===== config.mk =====
export PLATFORM = sky130hd
export DESIGN_NAME = gas_sensor_frame_and_alarm_flat
export DESIGN_NICKNAME = d
export VERILOG_FILES = /design/src/hdl/gsfa_pkg.sv /design/src/hdl/gsfa_if.sv /design/src/hdl/gas_sensor_frame_and_alarm.sv /design/src/flat_wrapper.sv
export SDC_FILE = /design/constraint.sdc
export NUM_CORES = 1
export LEC_CHECK = 0
export BUFFER_PORTS_ARGS = -buffer_cell sky130_fd_sc_hd__buf_2
export CAP_MARGIN = 20
export CORE_ASPECT_RATIO = 1.5
export CORE_MARGIN = 1
export CORE_UTILIZATION = 43
export DETAILED_ROUTE_END_ITERATION = 6
export GPL_TIMING_DRIVEN = 1
export PLACE_DENSITY_LB_ADDON = 0.25
export SYNTH_ARGS = -nofsm -noshare
export SYNTH_HDL_FRONTEND = slang
export SYNTH_SLANG_ARGS = --single-unit

===== constraint.sdc =====
create_clock -name clock -period 14.15 [get_ports clock]
set_clock_uncertainty 0.1 [all_clocks]
set_input_delay 2.83 -clock clock [delete_from_list [all_inputs] [get_ports clock]]
set_output_delay 2.83 -clock clock [all_outputs]
set_load 0.005 [all_outputs]

===== src/hdl/gsfa_pkg.sv =====
// gsfa_pkg: shared types, codes and helper functions of the gas sensor framer
// and alarm block; no dependencies, compiled first
`timescale 1ns / 1ps

package gsfa_pkg;

   // default reply length in bytes
   localparam int FRAME_BYTES_DEF = 7;

   // crc-16/modbus constants
   localparam logic [15:0] CRC_POLY = 16'hA001;
   localparam logic [15:0] CRC_INIT = 16'hFFFF;

   // configuration register defaults
   localparam logic [7:0]  DEVICE_ADDRESS_RST   = 8'd1;
   localparam logic [15:0] WARN_THRESHOLD_RST   = 16'd21;
   localparam logic [15:0] DANGER_THRESHOLD_RST = 16'd41;
   localparam logic [7:0]  BEEP_DELAY_RST       = 8'd20;

   localparam int CSR_DATA_W = 16;

   // item kinds on the request channel
   localparam logic ACTION_BYTE = 1'b0;
   localparam logic ACTION_TICK = 1'b1;

   typedef enum logic [1:0] {
      CSR_DEVICE_ADDRESS   = 2'd0,
      CSR_WARN_THRESHOLD   = 2'd1,
      CSR_DANGER_THRESHOLD = 2'd2,
      CSR_BEEP_DELAY       = 2'd3
   } csr_index_type;

   typedef enum logic [2:0] {
      RX_GOOD      = 3'd0,
      RX_NO_BYTE   = 3'd1,
      RX_BAD_HEAD  = 3'd2,
      RX_SHORT     = 3'd3,
      RX_CRC_ERROR = 3'd4
   } rx_status_type;

   typedef enum logic [1:0] {
      ALARM_SAFE   = 2'd0,
      ALARM_WARN   = 2'd1,
      ALARM_DANGER = 2'd2
   } alarm_level_type;

   typedef enum logic [1:0] {
      SOUND_SILENCE = 2'd0,
      SOUND_DOUBLE  = 2'd1,
      SOUND_QUAD    = 2'd2
   } sound_kind_type;

   typedef enum logic [1:0] {
      FAN_NONE  = 2'd0,
      FAN_OPEN  = 2'd1,
      FAN_CLOSE = 2'd2
   } fan_action_type;

   // upper bounds of the display steps
   localparam logic [15:0] LEVEL_STEPS [8] = '{
      16'd12, 16'd16, 16'd20, 16'd28, 16'd35, 16'd40, 16'd48, 16'd100
   };

   // one byte through the reflected crc, bit by bit
   function automatic logic [15:0] crc_byte(input logic [15:0] crc_old,
                                            input logic [7:0] data);
      logic [15:0] crc;
      crc = crc_old ^ {8'h00, data};
      for (int k = 0; k < 8; k++) begin
         if (crc[0]) begin
            crc = (crc >> 1) ^ CRC_POLY;
         end else begin
            crc = crc >> 1;
         end
      end
      return crc;
   endfunction

   // first step whose bound is not below the reading, else the top step
   function automatic logic [3:0] level_of(input logic [15:0] value);
      logic [3:0] lvl;
      lvl = 4'd8;
      for (int i = 7; i >= 0; i--) begin
         if (value <= LEVEL_STEPS[i]) begin
            lvl = 4'(i);
         end
      end
      return lvl;
   endfunction

endpackage


===== src/hdl/gsfa_if.sv =====
// gsfa_if: valid/ready channel interfaces for the request and result sides
// of the gas sensor framer; no dependencies
`timescale 1ns / 1ps

// request channel: reply bytes and poll ticks
interface gsfa_req_if;
   logic       valid;
   logic       ready;
   logic       action;
   logic [7:0] rx_byte;
   logic       power_on;

   modport source (output valid, output action, output rx_byte, output power_on,
                   input ready);
   modport sink (input valid, input action, input rx_byte, input power_on,
                 output ready);
endinterface

// result channel: one item per poll tick
interface gsfa_rsp_if;
   logic        valid;
   logic        ready;
   logic [15:0] concentration;
   logic [3:0]  display_level;
   logic [2:0]  rx_status;
   logic [1:0]  alarm_level;
   logic        sound_valid;
   logic [1:0]  sound_kind;
   logic        sound_speak;
   logic [1:0]  fan_action;

   modport source (output valid, output concentration, output display_level,
                   output rx_status, output alarm_level, output sound_valid,
                   output sound_kind, output sound_speak, output fan_action,
                   input ready);
   modport sink (input valid, input concentration, input display_level,
                 input rx_status, input alarm_level, input sound_valid,
                 input sound_kind, input sound_speak, input fan_action,
                 output ready);
endinterface


===== src/hdl/gas_sensor_frame_and_alarm.sv =====
// gas_sensor_frame_and_alarm: reply framer with crc check, display level and
// alarm machine; depends on gsfa_pkg and the channel interfaces in gsfa_if
`timescale 1ns / 1ps

// Takes one request transfer per clock: a reply byte (action 0) or a poll
// tick (action 1). The first byte is checked against the device address;
// bytes go into a CRC-16/MODBUS, concentration bytes kept; a byte transfer
// gives no result. A tick closes the frame and gives exactly one result
// transfer with the stored concentration, its 9-step display level, the
// frame status and the alarm machine's sound and fan commands. The block
// sustains one transfer per cycle while not stalled; a tick is held in the
// input register and then loads the result register, from which the
// result is offered. The longest paths are the eight-step CRC byte
// update and the alarm rule chain, both combinational. The request side
// stalls only while a result waits on the response side and another tick
// stands in the input register.
module gas_sensor_frame_and_alarm
   import gsfa_pkg::*;
#(
   parameter int FRAME_BYTES = FRAME_BYTES_DEF
) (
   input  logic                  clock,
   input  logic                  reset,
   gsfa_req_if.sink              req_chan,
   gsfa_rsp_if.source            rsp_chan,
   input  logic                  csr_write,
   input  logic [1:0]            csr_index,
   input  logic [CSR_DATA_W-1:0] csr_wdata
);

   localparam logic [2:0] FRAME_LEN    = 3'(FRAME_BYTES);
   localparam logic [2:0] CRC_LOW_IDX  = 3'(FRAME_BYTES - 2);
   localparam logic [2:0] HIGH_IDX     = 3'd3;
   localparam logic [2:0] LOW_IDX      = 3'd4;

   // configuration registers
   logic [7:0]  device_address_ff;
   logic [15:0] warn_threshold_ff;
   logic [15:0] danger_threshold_ff;
   logic [7:0]  beep_delay_ff;

   // input register
   logic       in_valid_ff;
   logic       in_action_ff;
   logic [7:0] in_byte_ff;
   logic       in_power_ff;

   // frame and alarm state
   logic [2:0]      byte_count_ff, byte_count_in;
   logic            head_bad_ff, head_bad_in;
   logic [15:0]     crc_ff, crc_in;
   logic [7:0]      value_high_ff, value_high_in;
   logic [7:0]      value_low_ff, value_low_in;
   logic [7:0]      crc_low_ff, crc_low_in;
   logic [15:0]     reading_ff, reading_in;
   alarm_level_type now_level_ff, now_level_in;
   alarm_level_type prior_level_ff, prior_level_in;
   logic [7:0]      delay_ff, delay_in;

   // result register
   logic            rsp_valid_ff, rsp_valid_in;
   logic [15:0]     rsp_conc_ff;
   logic [3:0]      rsp_disp_ff;
   rx_status_type   rsp_status_ff, status_in;
   alarm_level_type rsp_alarm_ff;
   logic            rsp_svalid_ff, svalid_in;
   sound_kind_type  rsp_kind_ff, kind_in;
   logic            rsp_speak_ff, speak_in;
   fan_action_type  rsp_fan_ff, fan_in;

   logic advance;
   logic tick_done;

   // the held item moves on unless it is a tick and the result slot stays full
   assign advance   = in_valid_ff &&
                      (in_action_ff == ACTION_BYTE || !rsp_valid_ff || rsp_chan.ready);
   assign tick_done = advance && (in_action_ff == ACTION_TICK);
   assign req_chan.ready = !in_valid_ff || advance;

   // configuration writes
   always_ff @(posedge clock) begin
      if (reset) begin
         device_address_ff   <= DEVICE_ADDRESS_RST;
         warn_threshold_ff   <= WARN_THRESHOLD_RST;
         danger_threshold_ff <= DANGER_THRESHOLD_RST;
         beep_delay_ff       <= BEEP_DELAY_RST;
      end else if (csr_write) begin
         unique case (csr_index_type'(csr_index))
            CSR_DEVICE_ADDRESS:   device_address_ff   <= csr_wdata[7:0];
            CSR_WARN_THRESHOLD:   warn_threshold_ff   <= csr_wdata[15:0];
            CSR_DANGER_THRESHOLD: danger_threshold_ff <= csr_wdata[15:0];
            CSR_BEEP_DELAY:       beep_delay_ff       <= csr_wdata[7:0];
            default: ;
         endcase
      end
   end

   // input register
   always_ff @(posedge clock) begin
      if (reset) begin
         in_valid_ff <= 1'b0;
      end else if (req_chan.ready) begin
         in_valid_ff <= req_chan.valid;
      end
   end

   always_ff @(posedge clock) begin
      if (req_chan.valid && req_chan.ready) begin
         in_action_ff <= req_chan.action;
         in_byte_ff   <= req_chan.rx_byte;
         in_power_ff  <= req_chan.power_on;
      end
   end

   // frame assembly, status and alarm rules for the held item
   always_comb begin
      logic [15:0] rd;
      byte_count_in  = byte_count_ff;
      head_bad_in    = head_bad_ff;
      crc_in         = crc_ff;
      value_high_in  = value_high_ff;
      value_low_in   = value_low_ff;
      crc_low_in     = crc_low_ff;
      reading_in     = reading_ff;
      now_level_in   = now_level_ff;
      prior_level_in = prior_level_ff;
      delay_in       = delay_ff;
      status_in      = RX_GOOD;
      svalid_in      = 1'b0;
      kind_in        = SOUND_SILENCE;
      speak_in       = 1'b0;
      fan_in         = FAN_NONE;
      rd             = reading_ff;

      if (advance && in_action_ff == ACTION_BYTE) begin
         // reply byte: ignored after a bad head or a full frame
         if (!head_bad_ff && byte_count_ff < FRAME_LEN) begin
            if (byte_count_ff == 3'd0) begin
               value_high_in = 8'h00;
               value_low_in  = 8'h00;
               if (in_byte_ff != device_address_ff) begin
                  head_bad_in = 1'b1;
               end
            end
            if (byte_count_ff == HIGH_IDX) begin
               value_high_in = in_byte_ff;
            end
            if (byte_count_ff == LOW_IDX) begin
               value_low_in = in_byte_ff;
            end
            if (byte_count_ff < CRC_LOW_IDX) begin
               crc_in = crc_byte(crc_ff, in_byte_ff);
            end else if (byte_count_ff == CRC_LOW_IDX) begin
               crc_low_in = in_byte_ff;
            end else begin
               crc_in = crc_ff ^ {in_byte_ff, crc_low_ff};
            end
            byte_count_in = byte_count_ff + 3'd1;
         end
      end else if (tick_done) begin
         // frame status
         if (byte_count_ff == 3'd0) begin
            status_in = RX_NO_BYTE;
         end else if (head_bad_ff) begin
            status_in = RX_BAD_HEAD;
         end else if (byte_count_ff < FRAME_LEN) begin
            status_in = RX_SHORT;
         end else if (crc_ff != 16'h0000) begin
            status_in = RX_CRC_ERROR;
         end else begin
            status_in = RX_GOOD;
            rd        = {value_high_ff, value_low_ff};
         end
         reading_in    = rd;
         byte_count_in = 3'd0;
         head_bad_in   = 1'b0;
         crc_in        = CRC_INIT;

         if (!in_power_ff) begin
            // power off: silence and close, levels kept
            delay_in  = 8'h00;
            svalid_in = 1'b1;
            kind_in   = SOUND_SILENCE;
            fan_in    = FAN_CLOSE;
         end else begin
            // safe rule
            if (rd < warn_threshold_ff) begin
               if (now_level_in != ALARM_SAFE) begin
                  delay_in       = 8'h00;
                  now_level_in   = ALARM_SAFE;
                  prior_level_in = ALARM_SAFE;
                  svalid_in      = 1'b1;
                  kind_in        = SOUND_SILENCE;
                  speak_in       = 1'b0;
                  fan_in         = FAN_CLOSE;
               end
            end
            // warning rule, steps see each other's updates
            if (rd >= warn_threshold_ff && rd < danger_threshold_ff) begin
               if (now_level_in == ALARM_SAFE && prior_level_in == ALARM_SAFE) begin
                  now_level_in = ALARM_WARN;
                  delay_in     = 8'h00;
                  svalid_in    = 1'b1;
                  kind_in      = SOUND_SILENCE;
                  speak_in     = 1'b1;
                  fan_in       = FAN_OPEN;
               end
               if (now_level_in == ALARM_WARN && prior_level_in == ALARM_SAFE) begin
                  if (delay_in >= beep_delay_ff) begin
                     delay_in       = 8'h00;
                     svalid_in      = 1'b1;
                     kind_in        = SOUND_DOUBLE;
                     prior_level_in = ALARM_WARN;
                  end else begin
                     delay_in = delay_in + 8'd1;
                  end
               end
               if (now_level_in == ALARM_DANGER && prior_level_in == ALARM_DANGER) begin
                  now_level_in   = ALARM_WARN;
                  svalid_in      = 1'b1;
                  kind_in        = SOUND_DOUBLE;
                  prior_level_in = ALARM_WARN;
               end
               if (now_level_in == ALARM_WARN && prior_level_in == ALARM_DANGER) begin
                  prior_level_in = ALARM_WARN;
               end
            end
            // danger rule
            if (rd >= danger_threshold_ff) begin
               if (now_level_in == ALARM_SAFE || now_level_in == ALARM_WARN) begin
                  delay_in  = 8'h00;
                  svalid_in = 1'b1;
                  kind_in   = SOUND_QUAD;
                  if (now_level_in == ALARM_SAFE && prior_level_in == ALARM_SAFE) begin
                     speak_in = 1'b1;
                  end
                  now_level_in   = ALARM_DANGER;
                  prior_level_in = ALARM_DANGER;
                  fan_in         = FAN_OPEN;
               end
            end
         end
      end
   end

   // frame and alarm state
   always_ff @(posedge clock) begin
      if (reset) begin
         byte_count_ff  <= 3'd0;
         head_bad_ff    <= 1'b0;
         crc_ff         <= CRC_INIT;
         value_high_ff  <= 8'h00;
         value_low_ff   <= 8'h00;
         crc_low_ff     <= 8'h00;
         reading_ff     <= 16'h0000;
         now_level_ff   <= ALARM_SAFE;
         prior_level_ff <= ALARM_SAFE;
         delay_ff       <= 8'h00;
      end else begin
         byte_count_ff  <= byte_count_in;
         head_bad_ff    <= head_bad_in;
         crc_ff         <= crc_in;
         value_high_ff  <= value_high_in;
         value_low_ff   <= value_low_in;
         crc_low_ff     <= crc_low_in;
         reading_ff     <= reading_in;
         now_level_ff   <= now_level_in;
         prior_level_ff <= prior_level_in;
         delay_ff       <= delay_in;
      end
   end

   // result register: held until the transfer, reloaded on a tick
   assign rsp_valid_in = (rsp_valid_ff && !rsp_chan.ready) || tick_done;

   always_ff @(posedge clock) begin
      if (reset) begin
         rsp_valid_ff <= 1'b0;
      end else begin
         rsp_valid_ff <= rsp_valid_in;
      end
   end

   always_ff @(posedge clock) begin
      if (tick_done) begin
         rsp_conc_ff   <= reading_in;
         rsp_disp_ff   <= level_of(reading_in);
         rsp_status_ff <= status_in;
         rsp_alarm_ff  <= now_level_in;
         rsp_svalid_ff <= svalid_in;
         rsp_kind_ff   <= svalid_in ? kind_in : SOUND_SILENCE;
         rsp_speak_ff  <= svalid_in && speak_in;
         rsp_fan_ff    <= fan_in;
      end
   end

   assign rsp_chan.valid         = rsp_valid_ff;
   assign rsp_chan.concentration = rsp_conc_ff;
   assign rsp_chan.display_level = rsp_disp_ff;
   assign rsp_chan.rx_status     = rsp_status_ff;
   assign rsp_chan.alarm_level   = rsp_alarm_ff;
   assign rsp_chan.sound_valid   = rsp_svalid_ff;
   assign rsp_chan.sound_kind    = rsp_kind_ff;
   assign rsp_chan.sound_speak   = rsp_speak_ff;
   assign rsp_chan.fan_action    = rsp_fan_ff;

`ifndef NO_ASSERTIONS
   // byte counter stops at a full frame
   assert property (@(posedge clock) disable iff (reset)
      byte_count_ff <= FRAME_LEN)
      else $error("byte count ran past the frame length");

   // a bad head is only flagged once a byte has been counted
   assert property (@(posedge clock) disable iff (reset)
      head_bad_ff |-> byte_count_ff != 3'd0)
      else $error("bad head flag without a counted byte");

   // safe level always comes with a cleared prior level
   assert property (@(posedge clock) disable iff (reset)
      now_level_ff == ALARM_SAFE |-> prior_level_ff == ALARM_SAFE)
      else $error("safe level with a stale prior level");

   // no sound command means silent, non-spoken fields
   assert property (@(posedge clock) disable iff (reset)
      (rsp_valid_ff && !rsp_svalid_ff) |-> (rsp_kind_ff == SOUND_SILENCE && !rsp_speak_ff))
      else $error("sound fields set without a sound command");

   // a tick with power off yields a result that closes the fan
   assert property (@(posedge clock) disable iff (reset)
      (tick_done && !in_power_ff) |=> (rsp_valid_ff && rsp_fan_ff == FAN_CLOSE))
      else $error("power off tick did not close the fan");
`endif

endmodule

===== src/flat_wrapper.sv =====
// flat-port wrapper written by rule: the top's interface ports become plain ports
module gas_sensor_frame_and_alarm_flat import gsfa_pkg::*;
#(
   parameter int FRAME_BYTES = FRAME_BYTES_DEF
)
  (clock, reset, csr_write, csr_index, csr_wdata, req_chan_valid, req_chan_action, req_chan_rx_byte, req_chan_power_on, req_chan_ready, rsp_chan_valid, rsp_chan_concentration, rsp_chan_display_level, rsp_chan_rx_status, rsp_chan_alarm_level, rsp_chan_sound_valid, rsp_chan_sound_kind, rsp_chan_sound_speak, rsp_chan_fan_action, rsp_chan_ready);
  gsfa_req_if req_chan_i ();
  gsfa_rsp_if rsp_chan_i ();
  input  logic clock;
  input  logic reset;
  input  logic csr_write;
  input  logic [1:0] csr_index;
  input  logic [CSR_DATA_W-1:0] csr_wdata;
  input wire logic [$bits(req_chan_i.valid)-1:0] req_chan_valid;
  input wire logic [$bits(req_chan_i.action)-1:0] req_chan_action;
  input wire logic [$bits(req_chan_i.rx_byte)-1:0] req_chan_rx_byte;
  input wire logic [$bits(req_chan_i.power_on)-1:0] req_chan_power_on;
  output wire logic [$bits(req_chan_i.ready)-1:0] req_chan_ready;
  output wire logic [$bits(rsp_chan_i.valid)-1:0] rsp_chan_valid;
  output wire logic [$bits(rsp_chan_i.concentration)-1:0] rsp_chan_concentration;
  output wire logic [$bits(rsp_chan_i.display_level)-1:0] rsp_chan_display_level;
  output wire logic [$bits(rsp_chan_i.rx_status)-1:0] rsp_chan_rx_status;
  output wire logic [$bits(rsp_chan_i.alarm_level)-1:0] rsp_chan_alarm_level;
  output wire logic [$bits(rsp_chan_i.sound_valid)-1:0] rsp_chan_sound_valid;
  output wire logic [$bits(rsp_chan_i.sound_kind)-1:0] rsp_chan_sound_kind;
  output wire logic [$bits(rsp_chan_i.sound_speak)-1:0] rsp_chan_sound_speak;
  output wire logic [$bits(rsp_chan_i.fan_action)-1:0] rsp_chan_fan_action;
  input wire logic [$bits(rsp_chan_i.ready)-1:0] rsp_chan_ready;
  assign req_chan_i.valid = req_chan_valid;
  assign req_chan_i.action = req_chan_action;
  assign req_chan_i.rx_byte = req_chan_rx_byte;
  assign req_chan_i.power_on = req_chan_power_on;
  assign req_chan_ready = req_chan_i.ready;
  assign rsp_chan_valid = rsp_chan_i.valid;
  assign rsp_chan_concentration = rsp_chan_i.concentration;
  assign rsp_chan_display_level = rsp_chan_i.display_level;
  assign rsp_chan_rx_status = rsp_chan_i.rx_status;
  assign rsp_chan_alarm_level = rsp_chan_i.alarm_level;
  assign rsp_chan_sound_valid = rsp_chan_i.sound_valid;
  assign rsp_chan_sound_kind = rsp_chan_i.sound_kind;
  assign rsp_chan_sound_speak = rsp_chan_i.sound_speak;
  assign rsp_chan_fan_action = rsp_chan_i.fan_action;
  assign rsp_chan_i.ready = rsp_chan_ready;
  gas_sensor_frame_and_alarm #(.FRAME_BYTES(FRAME_BYTES)) u_core (.clock(clock), .reset(reset), .req_chan(req_chan_i), .rsp_chan(rsp_chan_i), .csr_write(csr_write), .csr_index(csr_index), .csr_wdata(csr_wdata));
endmodule

==> results.cfg <==
[outcome]
run_status = finished clean

[cts]
clkTransAtPathRegs_ns = 0.06
cts_tree = built
clk_path_buf_depth = 2
post_cts.resized_instances = 0
htree_num_levels = 4
cts.sinks = 163
cts_hold_buf = 0
post-cts-setup-buffer-count = 0
clk_latency_ns = 0.43
cts-buffers-inserted = 17
cts_root_cell = clkbuf_16

[floorplan]
floorplan.io_pins = 66
number_of_core_rows = 62
fp.dieH_um = 174.5
initial_core_util_pct = 44.16
die-width_um = 117.0
fp.coreArea_mm2 = 0.01932
die_area_mm2 = 0.02042

[critical_path]
largest_driver_fanout_on_the_critical_path = 16
setup.worst_path.end_class = flip-flop
worst_endpoint_required_time_ns = 14.18
biggest_cell_delay_along_the_critical_path_ns = 0.58
timing.critical_path.slowest_stage_cell = nand4b_1
worst_r2r_startpoint = u_core.crc_ff[8]
timing.critical_path.from = u_core.crc_ff[8]
worstPathCellList = nor4_1, nand4_1, nor2_1, buf_4, mux2_2, ha_1, a21oi_1, o21ai_0, a21oi_1, nand4b_1, and2_1, nand2_1, inv_1, ha_1, a21o_1, a31oi_1, o21ai_1, a31oi_1, a21oi_1, o21ai_0, a41oi_1
crit_type = reg2reg
crit_path_start_kind = flip-flop
crit_path_frequent_cell = a21oi_1
worst-endpoint-arrival_ns = 6.38

[layout]
final.fill_count = 1867
instances_no_fill = 1299
most_common_library_cell_in_the_layout_ignoring_fill_and_taps = nand2_1
antenna-diode-count = 0
fin_nets = 1109
post_route_cells_drive_above_1_share_pct = 13.52
flow.area_growth_from_synthesis_pct = 13.20
final_cell_mix = 175 x nand2_1, 122 x dfxtp_1, 93 x nor2_1
final_design_area_no_fill_mm2 = 0.009657
layout.core_utilization_pct = 49.99

[placement]
io_buffer_count = 65
placed_area_mm2 = 0.009052
gp_congestion = 0.9000
place.detailed.hpwl_um = 16400
place.detailed.instances = 1268

[sta]
tightest_slew_ns = 1.242
final-hold-violation-count = 0
final_max_slew_viol_count = 0
final-setup-viol-count = 0
setup-tns-final_ns = 0
max-slew-margin-rel_pct = 17.18
rsz_0062_raised_after_global_routing = false
fmax_mhz = 157.5
portion_of_the_clock_cycle_consumed_by_the_worst_path_in_the_final_layout_pct = 44.88
fin_worst_hold_slack_ns = 0.3529
final.min_clock_period_ns = 6.351

[power_and_ir_drop]
power_frac_seq_pct = 48.0
vdd_drop_max_v = 0.00007313
power.share.combinational_pct = 7.2
total_leakage_power_nw = 3.786
pwr_density_cell_mw_per_mm2 = 107.9
switching_power_mw = 0.2422
share_clk_of_total_power_pct = 44.8
power.switching_fraction_pct = 23.25
power_report.internal_total_mw = 0.7995

[global_routing]
grt_pass1_vias = 6844
antenna_found_initial = 0
globalRouteTotalUtil_pct = 23.14
globalRouteOverflowTotal = 0
grt_pass1_wl_um = 35790
grt_start_max_net_pins = 50

[detailed_routing]
count_of_vias_placed_by_the_detailed_router = 7084
drc = 0
drt-total-wl_um = 22230
avgViaCountPerCell = 5.453
drt.antenna.violating_nets = 0
detail_route.wl_per_cell_um = 17.11
firstDrtPassIters = 5
detailed_router_s_first_iteration_violation_count = 527

[logic_synthesis]
synth.cell_area_mm2 = 0.008531
synth-main-ff-cell = dfxtp_1
syn_area_per_cell_um2 = 8.661
async_reset_ff_share_pct = 0
synth_edf_count = 41
synth.lib_cells_used.distinct = 69
syn-num-nets = 1063
synth-seq-area-share_pct = 43.06
synthCells = 985
ys_seq_elements = 163
yosys_warnings = 0

[hold_path]
launch_point_of_the_worst_hold_path = u_core.danger_threshold_ff[2]
hold_path_class = reg2reg

[job]
maximum_capacitance_violations = 0
[synthesized netlist by cell type, types with 13 or more instances]
| cell | count | area, um^2 |
|---|---|---|
| mux2_2 | 15 | 168.9 |
| ha_1 | 45 | 563.0 |
| xnor2_1 | 14 | 122.6 |
| a21oi_1 | 90 | 450.4 |
| xor2_1 | 16 | 140.1 |
| a31oi_1 | 13 | 81.33 |
| mux2i_1 | 22 | 220.2 |
| o21ai_0 | 23 | 115.1 |
| dfxtp_1 | 122 | 2442 |
| clkbuf_1 | 37 | 138.9 |
| nand2_1 | 175 | 656.9 |
| nor2_1 | 93 | 349.1 |
| nand3_1 | 27 | 135.1 |
| inv_1 | 57 | 214.0 |
| edfxtp_1 | 41 | 1231 |
| o22ai_1 | 14 | 87.58 |
[registers in the layout (all words and copies together) (netlist names), 2 cells and up]
signal / count
u_core.warn_threshold_ff: 16
u_core.delay_ff: 8
u_core.in_byte_ff: 8
u_core.reading_ff: 16
u_core.crc_low_ff: 8
u_core.rsp_chan.fan_action: 2
u_core.device_address_ff: 8
u_core.value_high_ff: 8
u_core.crc_ff: 16
u_core.rsp_chan.concentration: 16
u_core.value_low_ff: 8
u_core.rsp_chan.alarm_level: 2
u_core.rsp_chan.rx_status: 3
u_core.prior_level_ff: 2
u_core.rsp_chan.sound_kind: 2
u_core.beep_delay_ff: 8
u_core.byte_count_ff: 3
u_core.rsp_chan.display_level: 4
u_core.danger_threshold_ff: 16
u_core.now_level_ff: 2
[power by group through the flow]
stage                     clock network [mW]  logic [mW]  registers (mW)
after detailed placement                   0      0.0744           0.510
final                                  0.467      0.0745           0.500
after global routing                   0.497      0.0834           0.501
after global placement                     0      0.0734           0.510
after CTS                              0.477      0.0747           0.500
after floorplan                            0      0.0534           0.504
[cell type report]
class | instances | area (um^2) | share of cell area (%)
clock inverters | 6 | 65.06 | 0.6737
multi-input cells | 715 | 4434 | 45.92
inverters | 59 | 224.0 | 2.319
repair buffers | 75 | 400.4 | 4.146
flip-flops and latches | 163 | 3674 | 38.04
clock buffers | 25 | 539.3 | 5.584
well taps | 256 | 320.3 | 3.317
[through the flow]
stage / power (mW) / setup slack, ns
after floorplan: 0.5573 / 8.115
after detailed placement: 0.5845 / 7.844
after global routing: 1.082 / 7.470
after CTS: 1.052 / 7.839
final: 1.042 / 7.799
after global placement: 0.5833 / 7.865
[routing by layer]
metal	wire, um	share of wire (%)	GRT usage [%]
met4	826	3.7	10.65
met1	8939	40	26.64
met2	11730	53	41.15
met5	0	0	0
met3	726	3.3	3.522
[critical path, delay by kind of cell, from the launching register on]
family | cells | cell delay (ns)
adders and majority gates | 2 | 0.61
buffers and inverters | 2 | 0.30
and+or+nand+nor | 6 | 2.03
AOI/OAI and AO/OA | 10 | 2.26
DFF | 1 | 0.34
muxes | 1 | 0.39
[final timing paths]
path | to | slack, ns | depth (start not counted)
min | u_core.danger_threshold_ff[2] | 0.35 | 2
min reg2reg | u_core.danger_threshold_ff[2] | 0.35 | 2
max | u_core.rsp_chan.sound_valid | 7.80 | 21
max reg2reg | u_core.rsp_chan.sound_valid | 7.80 | 21
[cells by family (layout without fill, tap and decap cells)]
group,count (synthesis),in the layout,share of synthesized area (%)
AO/OA/AOI/OAI,212,212,15.36
XOR/XNOR,33,33,3.652
adder cells (fa/ha/maj),45,45,6.600
buffers and inverters,107,165,4.958
flip-flops,163,163,43.06
multiplexers,43,43,5.779
AND/OR/NAND/NOR,382,382,20.59
No activity file was read; power rests on OpenSTA's default activity.
